**src/rtl/arrt_pkg.sv**
```systemverilog
// Package: sizes, codes, control word layout and microprogram of the range table.
package arrt_pkg;

    // Table and field sizes
    localparam int ENTRIES   = 16;
    localparam int ADDR_BITS = 48;
    localparam int LEN_BITS  = 40;
    localparam int SLOT_W    = $clog2(ENTRIES);
    localparam int KEY_W     = ((ADDR_BITS > LEN_BITS) ? ADDR_BITS : LEN_BITS) + 1;
    localparam int CMD_W     = 2;
    localparam int STATUS_W  = 3;
    localparam int FSLOT_W   = 4;
    localparam int PC_W      = 3;

    // Stream payload widths, padded to whole bytes
    localparam int IN_DATA_W  = ((ADDR_BITS + LEN_BITS + 1 + 7) / 8) * 8;
    localparam int OUT_DATA_W = ((STATUS_W + 1 + ADDR_BITS + LEN_BITS + FSLOT_W + 7) / 8) * 8;

    // Request commands
    localparam logic [CMD_W-1:0] CMD_REGISTER = 2'd0;
    localparam logic [CMD_W-1:0] CMD_LOOKUP   = 2'd1;
    localparam logic [CMD_W-1:0] CMD_FREE     = 2'd2;

    // Result status codes
    localparam logic [STATUS_W-1:0] ST_OK       = 3'd0;
    localparam logic [STATUS_W-1:0] ST_BADARG   = 3'd1;
    localparam logic [STATUS_W-1:0] ST_OVERLAP  = 3'd2;
    localparam logic [STATUS_W-1:0] ST_INUSE    = 3'd3;
    localparam logic [STATUS_W-1:0] ST_BADSIZE  = 3'd4;
    localparam logic [STATUS_W-1:0] ST_NOMEM    = 3'd5;
    localparam logic [STATUS_W-1:0] ST_NOTFOUND = 3'd6;

    // Datapath micro-operations
    typedef enum logic [2:0] {
        UOP_NONE    = 3'd0,
        UOP_CLEAR   = 3'd1,
        UOP_SCAN    = 3'd2,
        UOP_RESOLVE = 3'd3,
        UOP_COMMIT  = 3'd4
    } uop_t;

    // Branch conditions
    typedef enum logic [2:0] {
        COND_NEVER     = 3'd0,
        COND_ALWAYS    = 3'd1,
        COND_NO_ITEM   = 3'd2,
        COND_BAD_REQ   = 3'd3,
        COND_SCAN_MORE = 3'd4,
        COND_OUT_FULL  = 3'd5
    } cond_t;

    // One control word per microprogram step
    typedef struct packed {
        logic            take;
        uop_t            uop;
        cond_t           cond;
        logic [PC_W-1:0] target;
    } ctrl_word_t;

    // Condition flags from the datapath back to the sequencer
    typedef struct packed {
        logic item_in;
        logic bad_req;
        logic scan_more;
        logic out_full;
    } seq_flags_t;

    // Microprogram step addresses
    localparam logic [PC_W-1:0] PC_WAIT    = 3'd0;
    localparam logic [PC_W-1:0] PC_CHECK   = 3'd1;
    localparam logic [PC_W-1:0] PC_SCAN    = 3'd2;
    localparam logic [PC_W-1:0] PC_RESOLVE = 3'd3;
    localparam logic [PC_W-1:0] PC_COMMIT  = 3'd4;
    localparam logic [PC_W-1:0] PC_RETURN  = 3'd5;

    // Microprogram: taken branch goes to target, otherwise to the next step
    function automatic ctrl_word_t ucode_rom(input logic [PC_W-1:0] pc);
        ctrl_word_t cw;
        case (pc)
            PC_WAIT:    cw = '{take: 1'b1, uop: UOP_NONE,    cond: COND_NO_ITEM,   target: PC_WAIT};
            PC_CHECK:   cw = '{take: 1'b0, uop: UOP_CLEAR,   cond: COND_BAD_REQ,   target: PC_COMMIT};
            PC_SCAN:    cw = '{take: 1'b0, uop: UOP_SCAN,    cond: COND_SCAN_MORE, target: PC_SCAN};
            PC_RESOLVE: cw = '{take: 1'b0, uop: UOP_RESOLVE, cond: COND_NEVER,     target: PC_WAIT};
            PC_COMMIT:  cw = '{take: 1'b0, uop: UOP_COMMIT,  cond: COND_OUT_FULL,  target: PC_COMMIT};
            PC_RETURN:  cw = '{take: 1'b0, uop: UOP_NONE,    cond: COND_ALWAYS,    target: PC_WAIT};
            default:    cw = '{take: 1'b0, uop: UOP_NONE,    cond: COND_ALWAYS,    target: PC_WAIT};
        endcase
        return cw;
    endfunction

endpackage

```
**src/rtl/arrt_sequencer.sv**
```systemverilog
// Sequencer: step counter, microprogram read and conditional branch.
module arrt_sequencer
    import arrt_pkg::*;
(
    input  logic       aclk,
    input  logic       aresetn,
    input  seq_flags_t flags,
    output ctrl_word_t cw
);

    logic [PC_W-1:0] pc_reg;
    logic [PC_W-1:0] pc_next;
    logic            cond_true;

    // Read the control word of the current step
    assign cw = ucode_rom(pc_reg);

    // Evaluate the branch condition
    always_comb begin
        case (cw.cond)
            COND_NEVER:     cond_true = 1'b0;
            COND_ALWAYS:    cond_true = 1'b1;
            COND_NO_ITEM:   cond_true = !flags.item_in;
            COND_BAD_REQ:   cond_true = flags.bad_req;
            COND_SCAN_MORE: cond_true = flags.scan_more;
            COND_OUT_FULL:  cond_true = flags.out_full;
            default:        cond_true = 1'b1;
        endcase
    end

    // Branch or advance
    assign pc_next = cond_true ? cw.target : pc_reg + PC_W'(1);

    always_ff @(posedge aclk) begin
        if (!aresetn) begin
            pc_reg <= PC_WAIT;
        end else begin
            pc_reg <= pc_next;
        end
    end

endmodule

```
**src/rtl/arrt_datapath.sv**
```systemverilog
// Datapath: request latch, range table, slot scan, resolve, commit and result register.
module arrt_datapath
    import arrt_pkg::*;
(
    input  logic                  aclk,
    input  logic                  aresetn,
    input  ctrl_word_t            cw,
    output seq_flags_t            flags,
    input  logic                  s_tvalid,
    input  logic [IN_DATA_W-1:0]  s_tdata,
    input  logic [CMD_W-1:0]      s_tuser,
    output logic                  m_tvalid,
    input  logic                  m_tready,
    output logic [OUT_DATA_W-1:0] m_tdata
);

    // Latched request
    logic [CMD_W-1:0]     cmd_reg;
    logic [ADDR_BITS-1:0] addr_reg;
    logic [LEN_BITS-1:0]  len_reg;
    logic                 ok_reg;
    logic [KEY_W-1:0]     key_b_reg;

    // Range table
    logic [ENTRIES-1:0]   valid_reg;
    logic [ENTRIES-1:0]   valid_next;
    logic [ADDR_BITS-1:0] base_reg [ENTRIES];
    logic [LEN_BITS-1:0]  size_reg [ENTRIES];

    // Scan state
    logic [SLOT_W-1:0]    idx_reg;
    logic                 have_a_reg, have_b_reg, have_f_reg;
    logic [SLOT_W-1:0]    sa_reg, sb_reg, sf_reg;
    logic [ADDR_BITS-1:0] base_a_reg, base_b_reg;
    logic [LEN_BITS-1:0]  len_a_reg, len_b_reg;
    logic                 hit_a_reg, hit_b_reg;

    // Result register
    logic                 out_valid_reg, out_valid_next;
    logic [STATUS_W-1:0]  st_reg, st_next;
    logic                 hit_reg, hit_next;
    logic [ADDR_BITS-1:0] fbase_reg, fbase_next;
    logic [LEN_BITS-1:0]  flen_reg, flen_next;
    logic [FSLOT_W-1:0]   fslot_reg, fslot_next;

    logic                 accept;
    logic                 out_full;
    logic                 do_commit;
    logic                 do_scan;
    logic                 bad_req;
    logic                 do_insert;
    logic                 do_free;
    logic [KEY_W-1:0]     key_a;
    logic                 rd_valid;
    logic [ADDR_BITS-1:0] rd_base;
    logic [LEN_BITS-1:0]  rd_len;
    logic                 take_a, take_b;

    assign accept    = s_tvalid && cw.take;
    assign out_full  = out_valid_reg && !m_tready;
    assign do_commit = (cw.uop == UOP_COMMIT) && !out_full;
    assign do_scan   = (cw.uop == UOP_SCAN);
    assign key_a     = KEY_W'(addr_reg);

    // Flag malformed requests: unknown command, or register with null address or length
    assign bad_req = (cmd_reg != CMD_REGISTER && cmd_reg != CMD_LOOKUP && cmd_reg != CMD_FREE)
                  || (cmd_reg == CMD_REGISTER && (addr_reg == '0 || len_reg == '0));

    assign flags = '{item_in:   s_tvalid,
                     bad_req:   bad_req,
                     scan_more: idx_reg != SLOT_W'(ENTRIES - 1),
                     out_full:  out_full};

    // Read one table entry per cycle at the scan index
    assign rd_valid = valid_reg[idx_reg];
    assign rd_base  = base_reg[idx_reg];
    assign rd_len   = size_reg[idx_reg];

    // Keep the greatest base not above each key; the lowest slot wins on a tie
    assign take_a = rd_valid && (KEY_W'(rd_base) <= key_a)
                 && (!have_a_reg || rd_base > base_a_reg);
    assign take_b = rd_valid && (KEY_W'(rd_base) <= key_b_reg)
                 && (!have_b_reg || rd_base > base_b_reg);

    // Latch the request and run the scan
    always_ff @(posedge aclk) begin
        if (accept) begin
            cmd_reg  <= s_tuser;
            addr_reg <= s_tdata[ADDR_BITS-1:0];
            len_reg  <= s_tdata[ADDR_BITS +: LEN_BITS];
            ok_reg   <= s_tdata[ADDR_BITS + LEN_BITS];
        end
        if (cw.uop == UOP_CLEAR) begin
            key_b_reg  <= KEY_W'(addr_reg) + KEY_W'(len_reg) - KEY_W'(1);
            idx_reg    <= '0;
            have_a_reg <= 1'b0;
            have_b_reg <= 1'b0;
            have_f_reg <= 1'b0;
        end
        if (do_scan) begin
            if (flags.scan_more) begin
                idx_reg <= idx_reg + SLOT_W'(1);
            end
            if (take_a) begin
                have_a_reg <= 1'b1;
                sa_reg     <= idx_reg;
                base_a_reg <= rd_base;
                len_a_reg  <= rd_len;
            end
            if (take_b) begin
                have_b_reg <= 1'b1;
                sb_reg     <= idx_reg;
                base_b_reg <= rd_base;
                len_b_reg  <= rd_len;
            end
            if (!rd_valid && !have_f_reg) begin
                have_f_reg <= 1'b1;
                sf_reg     <= idx_reg;
            end
        end
        // Hit when the key is nonzero and lies below the end of the chosen entry
        if (cw.uop == UOP_RESOLVE) begin
            hit_a_reg <= have_a_reg && (key_a != '0)
                      && (key_a < KEY_W'(base_a_reg) + KEY_W'(len_a_reg));
            hit_b_reg <= have_b_reg && (key_b_reg != '0)
                      && (key_b_reg < KEY_W'(base_b_reg) + KEY_W'(len_b_reg));
        end
    end

    // Classify the request and build the result item
    always_comb begin
        valid_next     = valid_reg;
        out_valid_next = out_valid_reg && !m_tready;
        st_next        = st_reg;
        hit_next       = hit_reg;
        fbase_next     = fbase_reg;
        flen_next      = flen_reg;
        fslot_next     = fslot_reg;
        do_insert      = 1'b0;
        do_free        = 1'b0;
        if (do_commit) begin
            out_valid_next = 1'b1;
            st_next        = ST_BADARG;
            hit_next       = 1'b0;
            fbase_next     = '0;
            flen_next      = '0;
            fslot_next     = '0;
            if (!bad_req) begin
                case (cmd_reg)
                    CMD_LOOKUP, CMD_FREE: begin
                        if (hit_a_reg) begin
                            st_next    = ST_OK;
                            hit_next   = 1'b1;
                            fbase_next = base_a_reg;
                            flen_next  = len_a_reg;
                            fslot_next = FSLOT_W'(sa_reg);
                            if (cmd_reg == CMD_FREE) begin
                                do_free             = 1'b1;
                                valid_next[sa_reg]  = 1'b0;
                            end
                        end else begin
                            st_next = ST_NOTFOUND;
                        end
                    end
                    CMD_REGISTER: begin
                        if (hit_a_reg) begin
                            if (hit_b_reg && sa_reg == sb_reg) begin
                                st_next = ST_OK;
                            end else if (hit_b_reg) begin
                                st_next = ST_OVERLAP;
                            end else begin
                                st_next = ST_INUSE;
                            end
                            hit_next   = 1'b1;
                            fbase_next = base_a_reg;
                            flen_next  = len_a_reg;
                            fslot_next = FSLOT_W'(sa_reg);
                        end else if (hit_b_reg) begin
                            st_next    = ST_BADSIZE;
                            hit_next   = 1'b1;
                            fbase_next = base_b_reg;
                            flen_next  = len_b_reg;
                            fslot_next = FSLOT_W'(sb_reg);
                        end else if (!ok_reg || !have_f_reg) begin
                            st_next = ST_NOMEM;
                        end else begin
                            st_next            = ST_OK;
                            fslot_next         = FSLOT_W'(sf_reg);
                            do_insert          = 1'b1;
                            valid_next[sf_reg] = 1'b1;
                        end
                    end
                    default: begin
                        st_next = ST_BADARG;
                    end
                endcase
            end
        end
    end

    // Write a new range into the free slot
    always_ff @(posedge aclk) begin
        if (do_insert) begin
            base_reg[sf_reg] <= addr_reg;
            size_reg[sf_reg] <= len_reg;
        end
    end

    // Hold control state and the result item
    always_ff @(posedge aclk) begin
        if (!aresetn) begin
            valid_reg     <= '0;
            out_valid_reg <= 1'b0;
        end else begin
            valid_reg     <= valid_next;
            out_valid_reg <= out_valid_next;
        end
        st_reg    <= st_next;
        hit_reg   <= hit_next;
        fbase_reg <= fbase_next;
        flen_reg  <= flen_next;
        fslot_reg <= fslot_next;
    end

    assign m_tvalid = out_valid_reg;
    assign m_tdata  = OUT_DATA_W'({fslot_reg, flen_reg, fbase_reg, hit_reg, st_reg});

    // An insert only ever fills a slot that was free
    a_insert_free: assert property (@(posedge aclk) disable iff (!aresetn)
        do_insert |-> !valid_reg[sf_reg])
        else $error("insert into an occupied slot");

    // A freed slot is invalid afterwards
    a_free_clears: assert property (@(posedge aclk) disable iff (!aresetn)
        do_free |=> !valid_reg[$past(sa_reg)])
        else $error("freed slot still valid");

    // A result item appears only from a commit step
    a_out_from_commit: assert property (@(posedge aclk) disable iff (!aresetn)
        $rose(out_valid_reg) |-> $past(do_commit))
        else $error("result raised without commit");

    // Resolve follows a scan that reached the last slot
    a_scan_complete: assert property (@(posedge aclk) disable iff (!aresetn)
        (cw.uop == UOP_RESOLVE) |-> (idx_reg == SLOT_W'(ENTRIES - 1)))
        else $error("resolve before the scan covered every slot");

    // No commit is taken while the result register is still full
    a_commit_room: assert property (@(posedge aclk) disable iff (!aresetn)
        do_commit |-> (!out_valid_reg || m_tready))
        else $error("commit overwrote a pending result");

endmodule

```
**src/rtl/address_range_registration_table.sv**
```systemverilog
// Top level: address range registration table, microcoded sequencer plus datapath.
//
//  channel  dir  ports                               payload (lowest bit up)
//  s_       in   s_tvalid s_tready s_tdata s_tuser   tdata: address, length, alloc_ok
//                                                    tuser: command
//  m_       out  m_tvalid m_tready m_tdata           tdata: status, hit, found_base,
//                                                           found_length, found_slot
//
//  Every accepted request, malformed or not, gives exactly one result item.
//  A valid request runs the wait, check, scan, resolve, commit and return steps, with
//  the scan loop reading one table slot per cycle for both range ends.
//  A malformed request skips the scan and resolve steps.
//  Reset (aresetn low, synchronous) empties the table and drops any pending result.
//  The next item is taken while a result waits; a stalled m_ side holds the commit step.
module address_range_registration_table
    import arrt_pkg::*;
(
    input  logic                  aclk,
    input  logic                  aresetn,
    input  logic                  s_tvalid,
    output logic                  s_tready,
    input  logic [IN_DATA_W-1:0]  s_tdata,   // address, length, alloc_ok, zero pad
    input  logic [CMD_W-1:0]      s_tuser,   // command
    output logic                  m_tvalid,
    input  logic                  m_tready,
    output logic [OUT_DATA_W-1:0] m_tdata    // status, hit, found_base, found_length, found_slot
);

    ctrl_word_t cw;
    seq_flags_t flags;

    arrt_sequencer u_seq (
        .aclk    (aclk),
        .aresetn (aresetn),
        .flags   (flags),
        .cw      (cw)
    );

    arrt_datapath u_dp (
        .aclk     (aclk),
        .aresetn  (aresetn),
        .cw       (cw),
        .flags    (flags),
        .s_tvalid (s_tvalid),
        .s_tdata  (s_tdata),
        .s_tuser  (s_tuser),
        .m_tvalid (m_tvalid),
        .m_tready (m_tready),
        .m_tdata  (m_tdata)
    );

    // Take an item only in the wait step of the program
    assign s_tready = cw.take;

endmodule
```
**config.mk**
```make
export PLATFORM = sky130hd
export DESIGN_NAME = address_range_registration_table
export DESIGN_NICKNAME = d
export VERILOG_FILES = /design/src/rtl/arrt_pkg.sv /design/src/rtl/arrt_sequencer.sv /design/src/rtl/arrt_datapath.sv /design/src/rtl/address_range_registration_table.sv
export SDC_FILE = /design/constraint.sdc
export NUM_CORES = 2
export LEC_CHECK = 0
export BUFFER_PORTS_ARGS = -buffer_cell sky130_fd_sc_hd__buf_4
export CAP_MARGIN = 20
export CELL_PAD_IN_SITES_DETAIL_PLACEMENT = 1
export CELL_PAD_IN_SITES_GLOBAL_PLACEMENT = 2
export CORE_ASPECT_RATIO = 1.25
export CORE_MARGIN = 2
export CORE_UTILIZATION = 43
export DETAILED_ROUTE_END_ITERATION = 12
export PLACE_DENSITY = 0.8
export REMOVE_ABC_BUFFERS = 1
export SYNTH_ARGS = -nofsm -noshare
export SYNTH_HDL_FRONTEND = slang
export SYNTH_SLANG_ARGS = --single-unit
```
**constraint.sdc**
```tcl
create_clock -name aclk -period 11.6 [get_ports aclk]
set_clock_uncertainty 0.15 [all_clocks]
set_input_delay 1.74 -clock aclk [delete_from_list [all_inputs] [get_ports aclk]]
set_output_delay 1.74 -clock aclk [all_outputs]
set_load 0.005 [all_outputs]
```
# Yosys cells after proc, flatten, opt, wreduce, memory -nomap -nowiden
# Memories as Yosys holds them, arrays and structs flattened. A register that Yosys moved wholly into a read port is not among the register bits.
# Cells that the tools add are included.
[totals] ff_bits=453 latchBits=0 ramBits=1408 romBits=0 out_inout_bits=98 mem_count=2
[classes] add_sub_neg=6 n_mul=0 div_mod_pow=0 n_lt_le_gt_ge=11 n_eq_ne=23 shifts=0 n_mux=60 bitwise_logic=4 n_reduce_logical=45
[mem_list] memory="u_dp.base_reg" words=16 word_bits=48 read_ports=1 rd_clocked_by_memory_dff=1 write_ports=1 line="arrt_datapath.sv:27" source="logic [ADDR_BITS-1:0] base_reg [ENTRIES];"
[mem_list] memory="u_dp.size_reg" words=16 word_bits=40 read_ports=1 rd_clocked_by_memory_dff=1 write_ports=1 line="arrt_datapath.sv:28" source="logic [LEN_BITS-1:0] size_reg [ENTRIES];"
[op_table] operator="adder 48 x 40 -> 49 bit" count=3
[op_table] operator="2-to-1 mux 48 bit" count=3
[op_table] operator="2-to-1 mux 40 bit" count=3
[op_table] operator="nonzero test 49 bit" count=2
[op_table] operator="greater-than comparator 48 bit" count=2
[op_table] operator="one-hot mux 48 bit (2 select lines)" count=1
[op_table] operator="2-to-1 mux 16 bit" count=5
[op_table] operator="one-hot mux 40 bit (2 select lines)" count=1
[op_table] operator="one-hot mux 10 bit (5 select lines)" count=1
[op_table] operator="less-or-equal comparator 48 x 49 -> 1 bit" count=1
[op_table] operator="less-than comparator 48 x 49 -> 1 bit" count=1
[op_table] operator="less-than comparator 49 bit" count=1
[op_table] operator="subtractor 49 x 1 -> 49 bit (second input constant)" count=1
[op_table] operator="less-or-equal comparator 48 bit" count=1
[op_table] operator="zero test 48 bit" count=1
[op_table] operator="zero test 40 bit" count=1
[op_table] operator="one-hot mux 16 bit (2 select lines)" count=1
[op_table] operator="2-to-1 mux 4 bit" count=7
[op_table] operator="2-to-1 mux 1 bit" count=25
[op_table] operator="== test 3 x 2 -> 1 bit (second input constant)" count=6
[op_table] operator="logical AND 1 bit" count=18
[op_table] operator="2-to-1 mux 3 bit" count=6
[op_table] operator="bitwise AND 16 bit" count=1
[op_table] operator="NOT 16 bit" count=1
[op_table] operator="28 further kinds" count=56

# Longest topological paths before layout
[logic_depth] word_depth=10 depth_mapped=24 ltp_nobuf=24

# Modules after synthesis
# A second synthesis with hierarchy kept.
[unflattened] cells_unflattened=5678 hier_area_um2=85051.6
[by_module_without_submodules] mod="arrt_datapath" instances=1 cells_per_inst=5624 area_per_inst_um2=84662.4 seq_area_each_um2=55553.3
[by_module_without_submodules] mod="arrt_sequencer" instances=1 cells_per_inst=54 area_per_inst_um2=389.1 seq_area_each_um2=60.1

# Worst setup path before layout
# Ideal clock, no wire load.
[synth_path] kind="reg-to-reg" from="register u_dp.idx_reg[0]" to="register u_dp.base_a_reg[0], enable pin" arrival_ns=11.036 t_required_ns=10.739 path_slack_ns=-0.297 stages_incl_launch_ff=15 path_buffers=3 period_less_slack_ns=11.897 cell_sequence="dfxtp_1 > buf_2 > clkbuf_1 > buf_1 > mux4_2 > mux4_2 > ha_1 > a21oi_1 > nor2_1 > a2111oi_0 > a2111oi_0 > a2111oi_0 > o21a_1 > a31oi_1 > a311oi_1"
[synth_between] elab_chain_len=5
[synth_rtl] item="start, declared" line="arrt_datapath.sv:31" source="logic [SLOT_W-1:0] idx_reg;"
[synth_rtl] item="start signal, assigned" line="arrt_datapath.sv:102" source="idx_reg <= idx_reg + SLOT_W'(1);"
[synth_rtl] item="binary-select mux 1 bit (select 4 bit)" line="arrt_datapath.sv:75" source="assign rd_valid = valid_reg[idx_reg];"
[synth_rtl] item="2-to-1 mux 1 bit (implied by the code)" line="arrt_datapath.sv:75"
[synth_rtl] item="logical AND 1 bit" line="arrt_datapath.sv:80" source="assign take_a = rd_valid && (KEY_W'(rd_base) <= key_a)"
[synth_rtl] item="logical AND 1 bit" line="arrt_datapath.sv:81" source="&& (!have_a_reg || rd_base > base_a_reg);"
[synth_rtl] item="AND reduction 2 bit (no source line)"
[synth_rtl] item="end signal, assigned" line="arrt_datapath.sv:107" source="base_a_reg <= rd_base;"
[synth_rtl] item="end, declared" line="arrt_datapath.sv:34" source="logic [ADDR_BITS-1:0] base_a_reg, base_b_reg;"
# No other way between the ends. The select of a mux whose other input is x is not followed.
# A chain may end at the register's enable or synchronous reset.

# Final worst setup path
[layout_path] from="register u_dp.idx_reg[0]" to="register u_dp.len_a_reg[21], enable pin"
[layout_between] elab_chain_len=5
[layout_rtl] item="binary-select mux 1 bit (select 4 bit)" line="arrt_datapath.sv:75"
[layout_rtl] item="2-to-1 mux 1 bit (implied by the code)" line="arrt_datapath.sv:75"
[layout_rtl] item="logical AND 1 bit" line="arrt_datapath.sv:80"
[layout_rtl] item="logical AND 1 bit" line="arrt_datapath.sv:81"
[layout_rtl] item="AND reduction 2 bit (no source line)"
[layout_rtl] item="end signal, assigned" line="arrt_datapath.sv:108" source="len_a_reg <= rd_len;"
[layout_rtl] item="end, declared" line="arrt_datapath.sv:35" source="logic [LEN_BITS-1:0] len_a_reg, len_b_reg;"
# No other way between the ends. The select of a mux whose other input is x is not followed.

==> results.md <==
- Peak Freq: 0.136 GHz
- Vias in the first global route: around 50000
- Starting density of the core: 43.3%
- Die H: 496 µm
- Yosys Warn Count: 0
- Tot Pwr: 19.6 mW
- CTS Buffer Depth: 3
- Fin crit share: 63.4%
- Ports: 200
- Critical Path Start: u_dp.idx_reg[0]
- First-pass GRT wire length: 345000 µm
- R2R depth: 12
- Nets@finish: 5796
- CTS resizes: 0
- Worst VDD drop: between 0.15 and 0.2 mV
- Required time of the critical path: 11910 ps
- Clk_lat worst skew: 850 ps
- Type of the most critical hold path: flop to flop
- Count of cell types in the netlist: between 80 and 90
- Largest net degree at the start of global routing: 139
- Total CTS buffers: 184
- Post-synth ARST share: 0%
- Reg-to-reg slack, setup: 4250 ps
- Post-layout minimum cycle time: 7350 ps
- Final setup fails: 0
- Layout cell share with drive strength beyond 1: 20.4%
- Main synth FF type: edfxtp_1
- Root buf cell: clkbuf_16
- Startpoint Class: flop
- Routed Antenna Nets: 0
- IO Port Bufs: approximately 190
- Post-CTS Hold Buffers: 0
- Commonest non-fill, non-tap cell in the layout: edfxtp_1
- Post-Route WL: 237000 µm
- Global placer's final weighted congestion: 0.897
- GRT Util Overall: 24.1%
- Die Wd: 398 µm
- Initial antenna violation count: 6
- Crit path DAT: roughly 7700 ps
- R2r endpoint: u_dp.len_a_reg[21]
- Placed Cells: 7582
- Drt via density: 5.93
- Largest register FFs: between 700 and 800
- Worst setup margin: about 4200 ps
- Fin. max-slew vios: 0
- Gate count after technology mapping: 4888
- Rel. slew slack: 19.5%
- P&R area growth vs syn: 13.5%
- Crit end category: flop
- Vias: 46939
- H-tree depth: 4
- Clk slew on worst S/H paths: 60 ps
- Syn Area/Cell: between 15 and 20 µm²
- Status: finished clean
- Seq cells post-synth: 1861
- Drt drc: 0
- Final HPWL DP: 155000 µm
- Initial DRC Count: 4702
- EDFF count, synth: ~1800
- CP Capture Point: u_dp.len_a_reg[21]
- DRT Pass-1 Iters: 5
- Max-cap viol count: 0
- RSZ-0062 raised after global routing: no
- Gr ovfl total: 0
- PD cells: 207 nW/µm²
- Most frequent cells in the layout: 1834 x edfxtp_1, 468 x ha_1, 445 x mux4_2
- Wire per inst: 29.9 µm
- Site row count: 180
- Fin. Hold Viols: 0
- CTS tree: built
- Mapped cell area: 83400 µm²
- Core area: just under 200000 µm²
- Worst hold slack: 345 ps
- Pre-CTS setup slack: 4210 ps
- Leak: 33.1 nW
- Die ar.: 197000 µm²
- CP Class: flop to flop
- Worst r2r src: u_dp.idx_reg[0]
- Layout Cells excl Fill: 7922
- Sequential area share after synthesis: about two thirds
- Largest fanout on the critical path: 81
- Post-CTS Setup Bufs: 0
- Worst-Margin Slew: ~1200 ps
- Sink Count: 1861
- Fillers: 18189
## worst min path at each step
stage	from	end	slack, ps	depth (start not counted)
after floorplan	u_dp.have_a_reg	u_dp.have_a_reg	290	1
after global routing	u_dp.m_tvalid	u_dp.m_tvalid	370	2
after CTS	u_dp.valid_reg[6]	u_dp.valid_reg[6]	350	1
after detailed placement	u_dp.valid_reg[6]	u_dp.valid_reg[6]	330	1
final	u_dp.valid_reg[6]	u_dp.valid_reg[6]	340	1
after global placement	u_dp.valid_reg[4]	u_dp.valid_reg[4]	320	1
## cell type report
type                       count  area, µm²  area share [%]
tap                         2548       3190            3.37
sequential                  1861      55600            58.8
inverter                     361       1360            1.44
multi-input combinational   2510      26000            27.5
antenna                        1       2.50         0.00264
timing repair buffer         305       2420            2.56
clock buffer                 224       4840            5.11
clock inverter               112       1230            1.30
## synth_stat cells (all sizes together), types with 45 or more instances
master | number | area, µm²
nor3 | 47 | 245
nand2 | 118 | 443
a22oi | 89 | 668
edfxtp | 1834 | 55100
nor2 | 222 | 833
nand4 | 78 | 488
nor2b | 45 | 282
nand3 | 47 | 235
clkbuf | 112 | 422
a21o | 176 | 1320
o21ai | 106 | 546
xnor2 | 79 | 692
a21oi | 198 | 1000
ha | 468 | 5860
xor2 | 52 | 455
inv | 360 | 1350
mux4 | 445 | 10000
## worst max-delay path, cell delays in order (launching register included)
cell      delay, ps
dfxtp_4         770
buf_12          420
mux4_2          630
mux4_2          640
ha_1            340
nand4_1         320
or4_1           720
nor2_1          490
o221ai_1        270
o21ai_0         310
o211ai_1        190
a311oi_4        600
buf_4           660
## report_power, final
group | switching [mW] | internal [mW]
clock | 2.64 | 3.40
combinational | 2.86 | 2.09
sequential | 0.405 | 8.17
total | 5.90 | 13.7
## routing by layer
| layer | global-route usage (%) | vias up | routed length (µm) |
|---|---|---|---|
| li1 | - | 20204 | - |
| met1 | 33.0 | 24823 | 100000 |
| met2 | 40.3 | 1604 | 118000 |
| met3 | 3.31 | 304 | 13100 |
| met4 | 6.79 | 4 | 6190 |
| met5 | 0 | - | 27 |
## stage by stage
step                utilization [%]  cell area [µm²]   TNS, ps
floorplan                         -            82800  -3139190
detailed placement             46.0            88500         0
finish                         49.2            94700         0
global route                   49.2            94700         0
CTS                            49.1            94600         0
global placement               46.0            88500         0
## kinds of logic after synthesis
logic type               after synthesis  synth area share, %
flip-flops                          1861                 66.7
AO/OA/AOI/OAI                        760                 6.23
AND/OR/NAND/NOR                      701                 4.21
buffers and inverters                517                 2.34
adder cells (fa/ha/maj)              471                 7.10
multiplexers                         447                 12.0
XOR/XNOR                             131                 1.38
(Power assumes the default switching activity.)
